`src/hw/rtl/assert_macros.svh`:
```
// Assertion helpers shared by the RTL files.
`ifndef ASSERT_MACROS_SVH
`define ASSERT_MACROS_SVH

// Checked on every rising clk edge, ignored while reset is asserted.
`define POL_ASSERT(label, prop, msg) \
    label: assert property (@(posedge clk) disable iff (!rst_n) (prop)) else $error(msg);

// Checked on every rising clk edge, reset included.
`define POL_ASSERT_ALWAYS(label, prop, msg) \
    label: assert property (@(posedge clk) (prop)) else $error(msg);

`endif

```
`src/hw/rtl/pol_pkg.sv`:
```
package pol_pkg;

    // List geometry
    localparam int CAPACITY = 16;
    localparam int IDX_W    = $clog2(CAPACITY);
    localparam int CNT_W    = $clog2(CAPACITY + 1);

    // Fixed field widths
    localparam int OPC_W    = 3;
    localparam int DATA_W   = 32;
    localparam int POS_W    = 5;
    localparam int ENTRY_W  = 5;
    localparam int STAT_W   = 2;

    // Width used to compare a position against the count
    localparam int CMP_W    = (CNT_W > POS_W) ? CNT_W : POS_W;

    typedef enum logic [OPC_W-1:0] {
        OP_INS_FRONT = 3'd0,
        OP_INS_BACK  = 3'd1,
        OP_INS_POS   = 3'd2,
        OP_DEL_FRONT = 3'd3,
        OP_DEL_BACK  = 3'd4,
        OP_DEL_POS   = 3'd5
    } opcode_t;

    typedef enum logic [STAT_W-1:0] {
        ST_DONE = 2'd0,
        ST_BAD  = 2'd1,
        ST_FULL = 2'd2
    } status_t;

    typedef struct packed {
        opcode_t                   opcode;
        logic signed [DATA_W-1:0]  value;
        logic        [POS_W-1:0]   position;
    } req_item_t;

    typedef struct packed {
        status_t                   status;
        logic signed [DATA_W-1:0]  removed_value;
        logic        [ENTRY_W-1:0] entry_count;
    } rsp_item_t;

    // Command broadcast to every cell of the chain
    typedef struct packed {
        logic                      ins;
        logic                      del;
        logic        [IDX_W-1:0]   idx;
        logic signed [DATA_W-1:0]  value;
    } cell_cmd_t;

endpackage

```
`src/hw/rtl/pol_cell.sv`:
```
module pol_cell
(
    input  logic                              clk,
    input  logic [pol_pkg::IDX_W-1:0]         cell_idx,
    input  pol_pkg::cell_cmd_t                cmd,
    input  logic signed [pol_pkg::DATA_W-1:0] left_data,
    input  logic signed [pol_pkg::DATA_W-1:0] right_data,
    output logic signed [pol_pkg::DATA_W-1:0] data
);
    import pol_pkg::*;

    logic signed [DATA_W-1:0] data_reg;
    logic signed [DATA_W-1:0] data_next;

    // Insert: slot takes the new value, slots behind it take the left neighbor.
    // Delete: slots from the hole onward take the right neighbor.
    always_comb
    begin
        data_next = data_reg;
        if (cmd.ins)
        begin
            if (cell_idx == cmd.idx)
            begin
                data_next = cmd.value;
            end
            else if (cell_idx > cmd.idx)
            begin
                data_next = left_data;
            end
        end
        else if (cmd.del && (cell_idx >= cmd.idx))
        begin
            data_next = right_data;
        end
    end

    always_ff @(posedge clk)
    begin
        data_reg <= data_next;
    end

    assign data = data_reg;

endmodule

```
`src/hw/rtl/pol_outbuf.sv`:
```
`include "assert_macros.svh"

module pol_outbuf
(
    input  logic               clk,
    input  logic               rst_n,
    input  logic               load,
    input  pol_pkg::rsp_item_t result,
    output logic               busy,
    output logic               rsp_valid,
    input  logic               rsp_ready,
    output pol_pkg::rsp_item_t rsp
);
    import pol_pkg::*;

    logic      out_valid_reg;
    logic      out_valid_next;
    logic      skid_valid_reg;
    logic      skid_valid_next;
    rsp_item_t out_reg;
    rsp_item_t out_next;
    rsp_item_t skid_reg;
    rsp_item_t skid_next;

    // Output stage refills from the skid first, then from a fresh result
    always_comb
    begin
        out_valid_next  = out_valid_reg;
        skid_valid_next = skid_valid_reg;
        out_next        = out_reg;
        skid_next       = skid_reg;
        if (!out_valid_reg || rsp_ready)
        begin
            if (skid_valid_reg)
            begin
                out_next        = skid_reg;
                out_valid_next  = 1'b1;
                skid_valid_next = 1'b0;
            end
            else
            begin
                out_next       = result;
                out_valid_next = load;
            end
        end
        else if (load)
        begin
            skid_next       = result;
            skid_valid_next = 1'b1;
        end
    end

    always_ff @(posedge clk or negedge rst_n)
    begin
        if (!rst_n)
        begin
            out_valid_reg  <= 1'b0;
            skid_valid_reg <= 1'b0;
        end
        else
        begin
            out_valid_reg  <= out_valid_next;
            skid_valid_reg <= skid_valid_next;
        end
    end

    always_ff @(posedge clk)
    begin
        out_reg  <= out_next;
        skid_reg <= skid_next;
    end

    assign busy      = skid_valid_reg;
    assign rsp_valid = out_valid_reg;
    assign rsp       = out_reg;

    // A parked result always has one ahead of it in the output stage
    `POL_ASSERT(a_skid_behind_out, !skid_valid_reg || out_valid_reg, "skid holds data with output empty")

endmodule

```
`src/hw/rtl/positional_ordered_list.sv`:
```
// Each accepted result is registered in the output stage (or the skid stage while rsp stalls) and driven on rsp.
// Throughput: one request per cycle while rsp is taken; every cell of the
// chain shifts in the same cycle, so an operation never iterates.
// A stalled output parks one more result in a skid stage, then req_ready drops.
// Reset (rst_n, async, active low) empties the list; cell contents are not cleared.
`include "assert_macros.svh"

module positional_ordered_list
(
    input  logic               clk,
    input  logic               rst_n,
    input  logic               req_valid,
    output logic               req_ready,
    input  pol_pkg::req_item_t req,
    output logic               rsp_valid,
    input  logic               rsp_ready,
    output pol_pkg::rsp_item_t rsp
);
    import pol_pkg::*;

    logic                     accept;
    logic                     busy;
    logic [CNT_W-1:0]         count_reg;
    logic [CNT_W-1:0]         count_next;
    logic                     full;
    logic                     empty;
    logic [CMP_W-1:0]         pos_ext;
    logic [CMP_W-1:0]         cnt_ext;
    logic                     ins_ok;
    logic                     del_ok;
    logic [IDX_W-1:0]         op_idx;
    status_t                  status;
    logic signed [DATA_W-1:0] removed;
    cell_cmd_t                cmd;
    rsp_item_t                result;
    logic signed [DATA_W-1:0] cell_data [CAPACITY];

    assign accept  = req_valid && req_ready;
    assign req_ready = !busy;
    assign full    = (count_reg == CNT_W'(CAPACITY));
    assign empty   = (count_reg == '0);
    assign pos_ext = CMP_W'(req.position);
    assign cnt_ext = CMP_W'(count_reg);

    // Opcode decode and range checks
    always_comb
    begin
        ins_ok = 1'b0;
        del_ok = 1'b0;
        op_idx = '0;
        status = ST_DONE;
        unique case (req.opcode) inside
            OP_INS_FRONT, OP_INS_BACK, OP_INS_POS:
            begin
                if (full)
                begin
                    status = ST_FULL;
                end
                else if (req.opcode == OP_INS_FRONT)
                begin
                    ins_ok = 1'b1;
                end
                else if (req.opcode == OP_INS_BACK)
                begin
                    ins_ok = 1'b1;
                    op_idx = IDX_W'(count_reg);
                end
                else if (pos_ext > cnt_ext)
                begin
                    status = ST_BAD;
                end
                else
                begin
                    ins_ok = 1'b1;
                    op_idx = IDX_W'(pos_ext);
                end
            end
            OP_DEL_FRONT, OP_DEL_BACK, OP_DEL_POS:
            begin
                if (empty)
                begin
                    status = ST_BAD;
                end
                else if (req.opcode == OP_DEL_FRONT)
                begin
                    del_ok = 1'b1;
                end
                else if (req.opcode == OP_DEL_BACK)
                begin
                    del_ok = 1'b1;
                    op_idx = IDX_W'(count_reg - CNT_W'(1));
                end
                else if (pos_ext >= cnt_ext)
                begin
                    status = ST_BAD;
                end
                else
                begin
                    del_ok = 1'b1;
                    op_idx = IDX_W'(pos_ext);
                end
            end
            default:
            begin
                status = ST_BAD;
            end
        endcase
    end

    // Broadcast to the chain, count update and result
    always_comb
    begin
        cmd.ins   = accept && ins_ok;
        cmd.del   = accept && del_ok;
        cmd.idx   = op_idx;
        cmd.value = req.value;

        removed = del_ok ? cell_data[op_idx] : '0;

        count_next = count_reg;
        if (ins_ok)
        begin
            count_next = count_reg + CNT_W'(1);
        end
        else if (del_ok)
        begin
            count_next = count_reg - CNT_W'(1);
        end

        result.status        = status;
        result.removed_value = removed;
        result.entry_count   = ENTRY_W'(count_next);
    end

    always_ff @(posedge clk or negedge rst_n)
    begin
        if (!rst_n)
        begin
            count_reg <= '0;
        end
        else if (accept)
        begin
            count_reg <= count_next;
        end
    end

    // Chain of storage cells, each wired to its neighbors; the end cells see zero beyond the chain
    for (genvar i = 0; i < CAPACITY; i++)
    begin : g_cell
        logic signed [DATA_W-1:0] left_d;
        logic signed [DATA_W-1:0] right_d;

        if (i == 0)
        begin : g_first
            assign left_d = '0;
        end
        else
        begin : g_mid_l
            assign left_d = cell_data[i-1];
        end

        if (i == CAPACITY - 1)
        begin : g_last
            assign right_d = '0;
        end
        else
        begin : g_mid_r
            assign right_d = cell_data[i+1];
        end

        pol_cell u_cell
        (
            .clk        (clk),
            .cell_idx   (IDX_W'(i)),
            .cmd        (cmd),
            .left_data  (left_d),
            .right_data (right_d),
            .data       (cell_data[i])
        );
    end

    pol_outbuf u_outbuf
    (
        .clk       (clk),
        .rst_n     (rst_n),
        .load      (accept),
        .result    (result),
        .busy      (busy),
        .rsp_valid (rsp_valid),
        .rsp_ready (rsp_ready),
        .rsp       (rsp)
    );

    `POL_ASSERT(a_count_in_range, count_reg <= CNT_W'(CAPACITY), "element count above capacity")
    `POL_ASSERT(a_ins_grows, (accept && ins_ok) |=> (count_reg == $past(count_reg) + CNT_W'(1)), "insert did not grow list")
    `POL_ASSERT(a_fail_keeps, (accept && (status != ST_DONE)) |=> $stable(count_reg), "failed op changed count")

endmodule
```
`config.mk`:
```
export PLATFORM = sky130hd
export DESIGN_NAME = positional_ordered_list
export DESIGN_NICKNAME = d
export VERILOG_FILES = /design/src/hw/rtl/pol_pkg.sv /design/src/hw/rtl/pol_cell.sv /design/src/hw/rtl/pol_outbuf.sv /design/src/hw/rtl/positional_ordered_list.sv
export VERILOG_INCLUDE_DIRS = /design/src /design/src/hw/rtl
export SDC_FILE = /design/constraint.sdc
export NUM_CORES = 2
export LEC_CHECK = 0
export BUFFER_PORTS_ARGS = -buffer_cell sky130_fd_sc_hd__buf_2
export CAP_MARGIN = 20
export CORE_ASPECT_RATIO = 1.4
export CORE_MARGIN = 3
export CORE_UTILIZATION = 40
export CTS_CLUSTER_DIAMETER = 80
export DETAILED_ROUTE_END_ITERATION = 8
export PLACE_DENSITY = 0.66
export SYNTH_ARGS = -nofsm -noshare
export SYNTH_HDL_FRONTEND = slang
export SYNTH_SLANG_ARGS = --single-unit
```
`constraint.sdc`:
```
create_clock -name clk -period 7.4 [get_ports clk]
set_input_delay 1.48 -clock clk [delete_from_list [all_inputs] [get_ports clk]]
set_output_delay 1.48 -clock clk [all_outputs]
set_load 0.01 [all_outputs]
```
; Yosys cells after proc, flatten, opt, wreduce, memory -nomap -nowiden
; Cells that the tools add are included.
[word_totals]
out_inout_bits = 41
in_bits = 44
word_cells = 264
reg_bits = 597
[classes]
n_reduce_logical = 61
addsub = 2
n_eq_ne = 37
order_cmp = 35
n_mux = 102
bitwise_logic = 2
[op_table]
columns = cell, count
row1 = 32-bit 2-to-1 mux, 67
row2 = 32-bit binary-select mux with 4-bit select, 1
row3 = 3-bit by 1-bit != test with 1-bit output (second input constant), 16
row4 = 39-bit 2-to-1 mux, 1
row5 = 2-bit AND reduction, 17
row6 = 2-bit nonzero test, 17
row7 = 4-bit equality test (first input constant), 8
row8 = 4-bit greater-or-equal comparator (first input constant), 8
row9 = 4-bit greater-than comparator (first input constant), 8
row10 = 4-bit 2-to-1 mux, 8
row11 = 1-bit logical AND, 19
row12 = 1-bit 2-to-1 mux, 18
row13 = 3-bit by 4-bit equality test with 1-bit output (first input constant), 4
row14 = 3-bit by 4-bit greater-or-equal comparator with 1-bit output (first input constant), 4
row15 = 3-bit by 4-bit greater-than comparator with 1-bit output (first input constant), 4
row16 = 5-bit 2-to-1 mux, 2
row17 = 2-bit by 4-bit equality test with 1-bit output (first input constant), 2
row18 = 1-bit by 4-bit greater-or-equal comparator with 1-bit output (first input constant), 2
row19 = 2-bit by 4-bit greater-or-equal comparator with 1-bit output (first input constant), 2
row20 = 1-bit by 4-bit greater-than comparator with 1-bit output (first input constant), 2
row21 = 2-bit by 4-bit greater-than comparator with 1-bit output (first input constant), 2
row22 = 4-bit one-hot mux with 2 select lines, 1
row23 = 3-bit by 2-bit equality test with 1-bit output (second input constant), 2
row24 = 3-bit equality test (second input constant), 2
row25 = 18 further kinds, 22

; Depth between registers and ports, before layout
[depth]
depth_word = 12
depth_mapped = 18
ltp_nobuf = 12

; Hierarchy
; Synthesis repeated with hierarchy kept, for this count alone.
[hier_totals]
cells_unflattened = 3411
area_unflattened_um2 = 36186.0
[modules_own_cells]
columns = module, cells_per_inst, area_each_um2, n_inst, seq_area_each_um2
row1 = pol_cell, 152, 1737.9, 16, 960.9
row2 = positional_ordered_list, 850, 5477.8, 1, 125.1
row3 = pol_outbuf, 129, 2901.5, 1, 2392.3

; Least setup slack after synthesis
; OpenSTA, ideal clock, no wires.
[synth_timing]
kind = input port to flip-flop
start = input port req[0] (netlist name)
end = register g_cell[10].u_cell.data_reg[0], enable pin
stages = 13
path_slack_ps = 782
required_ps = 6930
arrival_ps = 6148
setup_time_ps = 470
n_path_buf = 5
cell_sequence = inv_1 > ha_1 > nand2b_1 > a211o_1 > a221o_1 > buf_6 > nand3_1 > buf_2 > clkbuf_1 > a22oi_1 > clkbuf_1 > buf_1 > a211oi_1
[synth_via]
elab_chain_cells = 10
elab_cells_between_ends = 30
cone_classes = order compare (4) / eq/ne (2) / mux (19) / reduce/logical (5)
[synth_rtl]
columns = item, line
row1 = from (decl), positional_ordered_list.sv:14  ; input pol_pkg::req_item_t req,
row2 = 5-bit greater-or-equal comparator / 5-bit greater-than comparator (equally long branches), "positional_ordered_list.sv:93, positional_ordered_list.sv:68"
row3 = "4-bit 2-to-1 mux, or another cell as far along", positional_ordered_list.sv:93  ; else if (pos_ext >= cnt_ext)
row4 = "4-bit 2-to-1 mux, or another cell as far along", positional_ordered_list.sv:88  ; else if (req.opcode == OP_DEL_BACK)
row5 = "4-bit 2-to-1 mux, or another cell as far along", positional_ordered_list.sv:84  ; else if (req.opcode == OP_DEL_FRONT)
row6 = "4-bit 2-to-1 mux, or another cell as far along", positional_ordered_list.sv:80  ; if (empty)
row7 = 4-bit one-hot mux with 2 select lines / 1-bit 2-to-1 mux (equally long branches), positional_ordered_list.sv:52  ; unique case (req.opcode) inside
row8 = 4-bit greater-or-equal comparator / 1-bit logical AND (equally long branches), "pol_cell.sv:31, positional_ordered_list.sv:114"
row9 = 1-bit logical AND, pol_cell.sv:31  ; else if (cmd.del && (cell_idx >= cmd.idx))
row10 = 2-bit nonzero test (no line), --
row11 = 2-bit AND reduction (no line) (*), --
row12 = to (signal assigned), pol_cell.sv:39  ; data_reg <= data_next;
row13 = to (decl), pol_cell.sv:12  ; logic signed [DATA_W-1:0] data_reg;
; Every way passes the cells marked *; elsewhere a longest branch is shown, timed or not.
; A chain may end at the register's enable or synchronous reset.

; Worst setup path after layout
[layout_timing]
start = input port req[2] (netlist name)
end = register u_outbuf.out_reg (netlist bit u_outbuf.rsp[13]) (data pin)
[layout_via]
elab_chain_cells = 12
elab_cells_between_ends = 22
cone_classes = order compare (2) / mux (19) / bitwise (1)
[layout_rtl]
columns = item, line
row1 = 5-bit greater-or-equal comparator / 5-bit greater-than comparator (equally long branches), "positional_ordered_list.sv:93, positional_ordered_list.sv:68"
row2 = "4-bit 2-to-1 mux, on equally long branches", "positional_ordered_list.sv:93, positional_ordered_list.sv:68"
row3 = "4-bit 2-to-1 mux, on equally long branches", "positional_ordered_list.sv:88, positional_ordered_list.sv:63"
row4 = "4-bit 2-to-1 mux, on equally long branches", "positional_ordered_list.sv:84, positional_ordered_list.sv:59"
row5 = "4-bit 2-to-1 mux, on equally long branches", "positional_ordered_list.sv:80, positional_ordered_list.sv:55"
row6 = 4-bit one-hot mux with 2 select lines, positional_ordered_list.sv:52
row7 = 4-bit NOT with 5-bit output (not written as such), positional_ordered_list.sv:118  ; removed = del_ok ? cell_data[op_idx] : '0;
row8 = 32-bit binary-select mux with 4-bit select, positional_ordered_list.sv:118
row9 = 32-bit 2-to-1 mux (not written as such) (2 in a row), positional_ordered_list.sv:118
row10 = 32-bit 2-to-1 mux (*), positional_ordered_list.sv:118
row11 = named net removed[8], positional_ordered_list.sv:33  ; logic signed [DATA_W-1:0] removed;
row12 = 39-bit 2-to-1 mux (*), pol_outbuf.sv:34  ; if (skid_valid_reg)
row13 = to (signal assigned), pol_outbuf.sv:69  ; out_reg <= out_next;
row14 = to (decl), pol_outbuf.sv:20  ; rsp_item_t out_reg;
; The timed path passes the listed nets; every way through them passes the cells marked *. The select of a mux whose other input is x is not followed.

==> Implementation_results.wiki <==
{| class="wikitable"
! Metric !! Value
|-
| Gate Count Post-Synth || 3,300
|-
| CTS Sinks || 597
|-
| TNS Setup || 0 ps
|-
| Number of nets with antenna violations after routing || 0
|-
| Worst EP required || 7750 ps
|-
| Final estimated routing congestion in global placement || 0.900
|-
| Drt pass-1 iters || 6
|-
| IO Pins || 85
|-
| Worst-case setup slack after placement || 1460 ps
|-
| Number of max-slew violations in the final report || 0
|-
| Flip-flop and latch count after synthesis || 597
|-
| Post-layout min period || 5460 ps
|-
| Max FFs per register || 512
|-
| Root Buffer || sky130_fd_sc_hd__clkbuf_16
|-
| Peak Freq || 183 MHz
|-
| Relative slew slack || 0.233
|-
| Post-layout utilization of the core || 0.440
|-
| NumNets Final || 3,267
|-
| Number of instances resized during post-cts repair || 0
|-
| Num rows || 126
|-
| Hold buffer count at CTS || 0
|-
| Share of the yosys chip area belonging to registers || 0.522
|-
| Crit path kind || input port to flop
|-
| Hold crit path type || flop to flop
|-
| Mean cell area of the mapped netlist || 10.4 um^2
|-
| Clock Tree Buf Depth || 3
|-
| Placed Cells incl. Taps || 4,247
|-
| Clock latency of the later-clocked register in the worst-skew pair || 630 ps
|-
| DRC Markers || 0
|-
| Placeable Area || 84,700 um^2
|-
| Yosys synthesis warning count || 0
|-
| Top_reg_cell synth || sky130_fd_sc_hd__edfxtp_1
|-
| Setup repair after global routing missed its margin || false
|-
| Final setup violation count || 0
|-
| Quantity of I/O buffers inserted on ports || 84
|-
| Unique cell type count in the Yosys netlist || 66
|-
| Post-synth ARST share || 0.0117
|-
| Total global routing track utilization || 0.244
|-
| Power Density || 255 nW/um^2
|-
| Number of buffers created by CTS || 55
|-
| Worst Setup Start Kind || input port
|-
| Count of flip-flops with a built-in enable after synthesis || 590
|-
| Worst ir drop on vdd || 163 uV
|-
| Slew at the pin closest to its max-slew limit || 1150 ps
|-
| CTS tree || done
|-
| Layout cell share with drive strength beyond 1 || 0.104
|-
| Global-route wire length before repair || 166 mm
|-
| Number of nets in the synthesized netlist || 3,351
|-
| Placed cell area || 35,600 um^2
|-
| Total half-perimeter wirelength after legalization and detailed placement || 68.0 mm
|-
| Horizontal die dimension || 253 um
|-
| Vertical die dimension || 352 um
|-
| Outcome || finished clean
|-
| Max H-tree Level || 2
|-
| Number of setup buffers added after CTS || 0
|-
| Clock tree skew after final layout || 33.1 ps
|-
| Critical path data arrival time || 5810 ps
|-
| Die ar. || 89,300 um^2
|-
| Via count || 26,616
|-
| Iter 0 DRT Violations || 3,326
|-
| Leak Pwr || 15.6 nW
|-
| Overflow after GRT || 0
|-
| Pin count of the biggest net entering global routing || 252
|-
| Post-route clock period utilization || 0.738
|-
| Critical-path maximum fanout || 42
|-
| Clock transition at the registers of the reported paths || 70 ps
|-
| Number of hold violations in the final report || 0
|-
| Area of the mapped netlist || 34,300 um^2
|-
| Initial core utilization || 0.405
|-
| Cell area after layout || 37,300 um^2
|-
| Vias per std cell || 6.12
|-
| Category of the worst setup path capture point || flop
|-
| Wire length per cell || 25.8 um
|-
| Count of non-filler cells in the finished layout || 4,346
|-
| Post-route setup slack || 1940 ps
|-
| Final wirelength || 112 mm
|-
| Layout overhead on the synthesized area || 8.69%
|-
| Hold Worst Slack || 520 ps
|-
| Initial antenna violation count || 6
|-
| Via count of the first global-routing pass || 25,804
|-
| Max Cap Viol || 0
|-
| Total Power Consumption || 9.50 mW
|}
-- cells by family after synthesis --
kind of cell	share of synthesized area
AO/OA/AOI/OAI	0.137
XOR/XNOR	0.00179
adder cells (fa/ha/maj)	0.00256
buffers and inverters	0.0430
flip-flops	0.522
multiplexers	0.161
AND/OR/NAND/NOR	0.133
-- path summary, 6_finish.rpt --
path / from / end / slack, ps / depth (start not counted)
min in group asynchronous: rst_n / cnt_ext[3] / 670 / 1
setup / recovery: req[2] / u_outbuf.rsp[13] / 1940 / 11
setup reg to reg: cnt_ext[0] / g_cell[8].u_cell.data[4] / 2040 / 11
hold reg to reg: u_outbuf.skid_reg[7] / u_outbuf.rsp[7] / 520 / 2
max in group asynchronous: rst_n / cnt_ext[4] / 6580 / 1
hold / removal: u_outbuf.skid_reg[7] / u_outbuf.rsp[7] / 520 / 2
-- report_power, final --
group	internal [mW]	leakage (nW)	switching, mW
Sequential	4.25	5.62	0.277
Combinational	0.709	9.14	1.46
Clock	1.49	0.808	1.31
-- cell type report --
type                    count  area (um^2)
flip-flops and latches    597        17900
multi-input cells        2388        15200
clock buffers              64         1410
repair buffers            159         1110
inverters                  15         56.3
clock inverters            31          245
well taps                1088         1360
fillers                  7979        47400
diodes                      4         10.0
-- routing by layer --
layer	wire length, um	track usage	share of wire
met4	6050	0.119	0.054
met1	42300	0.302	0.38
met5	31	0	0.00028
met2	54400	0.412	0.48
met3	9450	0.0384	0.084
-- Yosys cell counts (all sizes together) (3+ instances only) --
master / count / area [um^2]
mux2i: 520 / 5200
a21oi: 63 / 315
and3: 34 / 223
a22oi: 13 / 97.6
nor4: 21 / 244
inv: 15 / 56.3
dfrtp: 7 / 175
a32oi: 3 / 45.1
nor2b: 4 / 25.0
clkbuf: 196 / 739
xnor2: 7 / 61.3
ha: 7 / 87.6
nand2: 759 / 2850
nand2b: 6 / 37.5
and2: 4 / 25.0
nand3: 168 / 841
a22o: 33 / 289
a31oi: 26 / 163
buf: 104 / 678
or2: 3 / 18.8
o221ai: 3 / 43.8
a311o: 17 / 170
a211oi: 34 / 265
o31ai: 14 / 105
a32o: 39 / 390
edfxtp: 590 / 17700
nor3: 4 / 53.8
nor2: 45 / 200
o211ai: 15 / 118
o21ai: 499 / 2510
mux2: 24 / 270
a221o: 3 / 30.0
-- cells in the final DEF, fill, tap and decap left out, drive strengths merged, types with 3 or more instances in the layout --
cell type	instances
nand2	759
edfxtp	590
mux2i	520
o21ai	499
nand3	168
buf	159
clkbuf	64
a21oi	63
nor2	45
a32o	39
and3	34
a211oi	34
a22o	33
a31oi	26
clkinv	25
mux2	24
nor4	21
a311o	17
o211ai	15
inv	15
o31ai	14
a22oi	13
xnor2	7
ha	7
dfrtp	7
nand2b	6
diode	4
nor2b	4
bufinv	4
nor3	4
and2	4
a221o	3
or2	3
a32oi	3
o221ai	3
-- critical path: stages --
cell and delay (ps):
sky130_fd_sc_hd__buf_2 120, sky130_fd_sc_hd__ha_1 330, sky130_fd_sc_hd__nand2_1 60, sky130_fd_sc_hd__o21ai_0 180, sky130_fd_sc_hd__a31oi_1 270, sky130_fd_sc_hd__o21ai_2 960, sky130_fd_sc_hd__nand2_4 640, sky130_fd_sc_hd__nor2_4 1010
sky130_fd_sc_hd__a32o_1 370, sky130_fd_sc_hd__nor4_2 80, sky130_fd_sc_hd__mux2_2 260
Power figures use the tool's default switching activity.
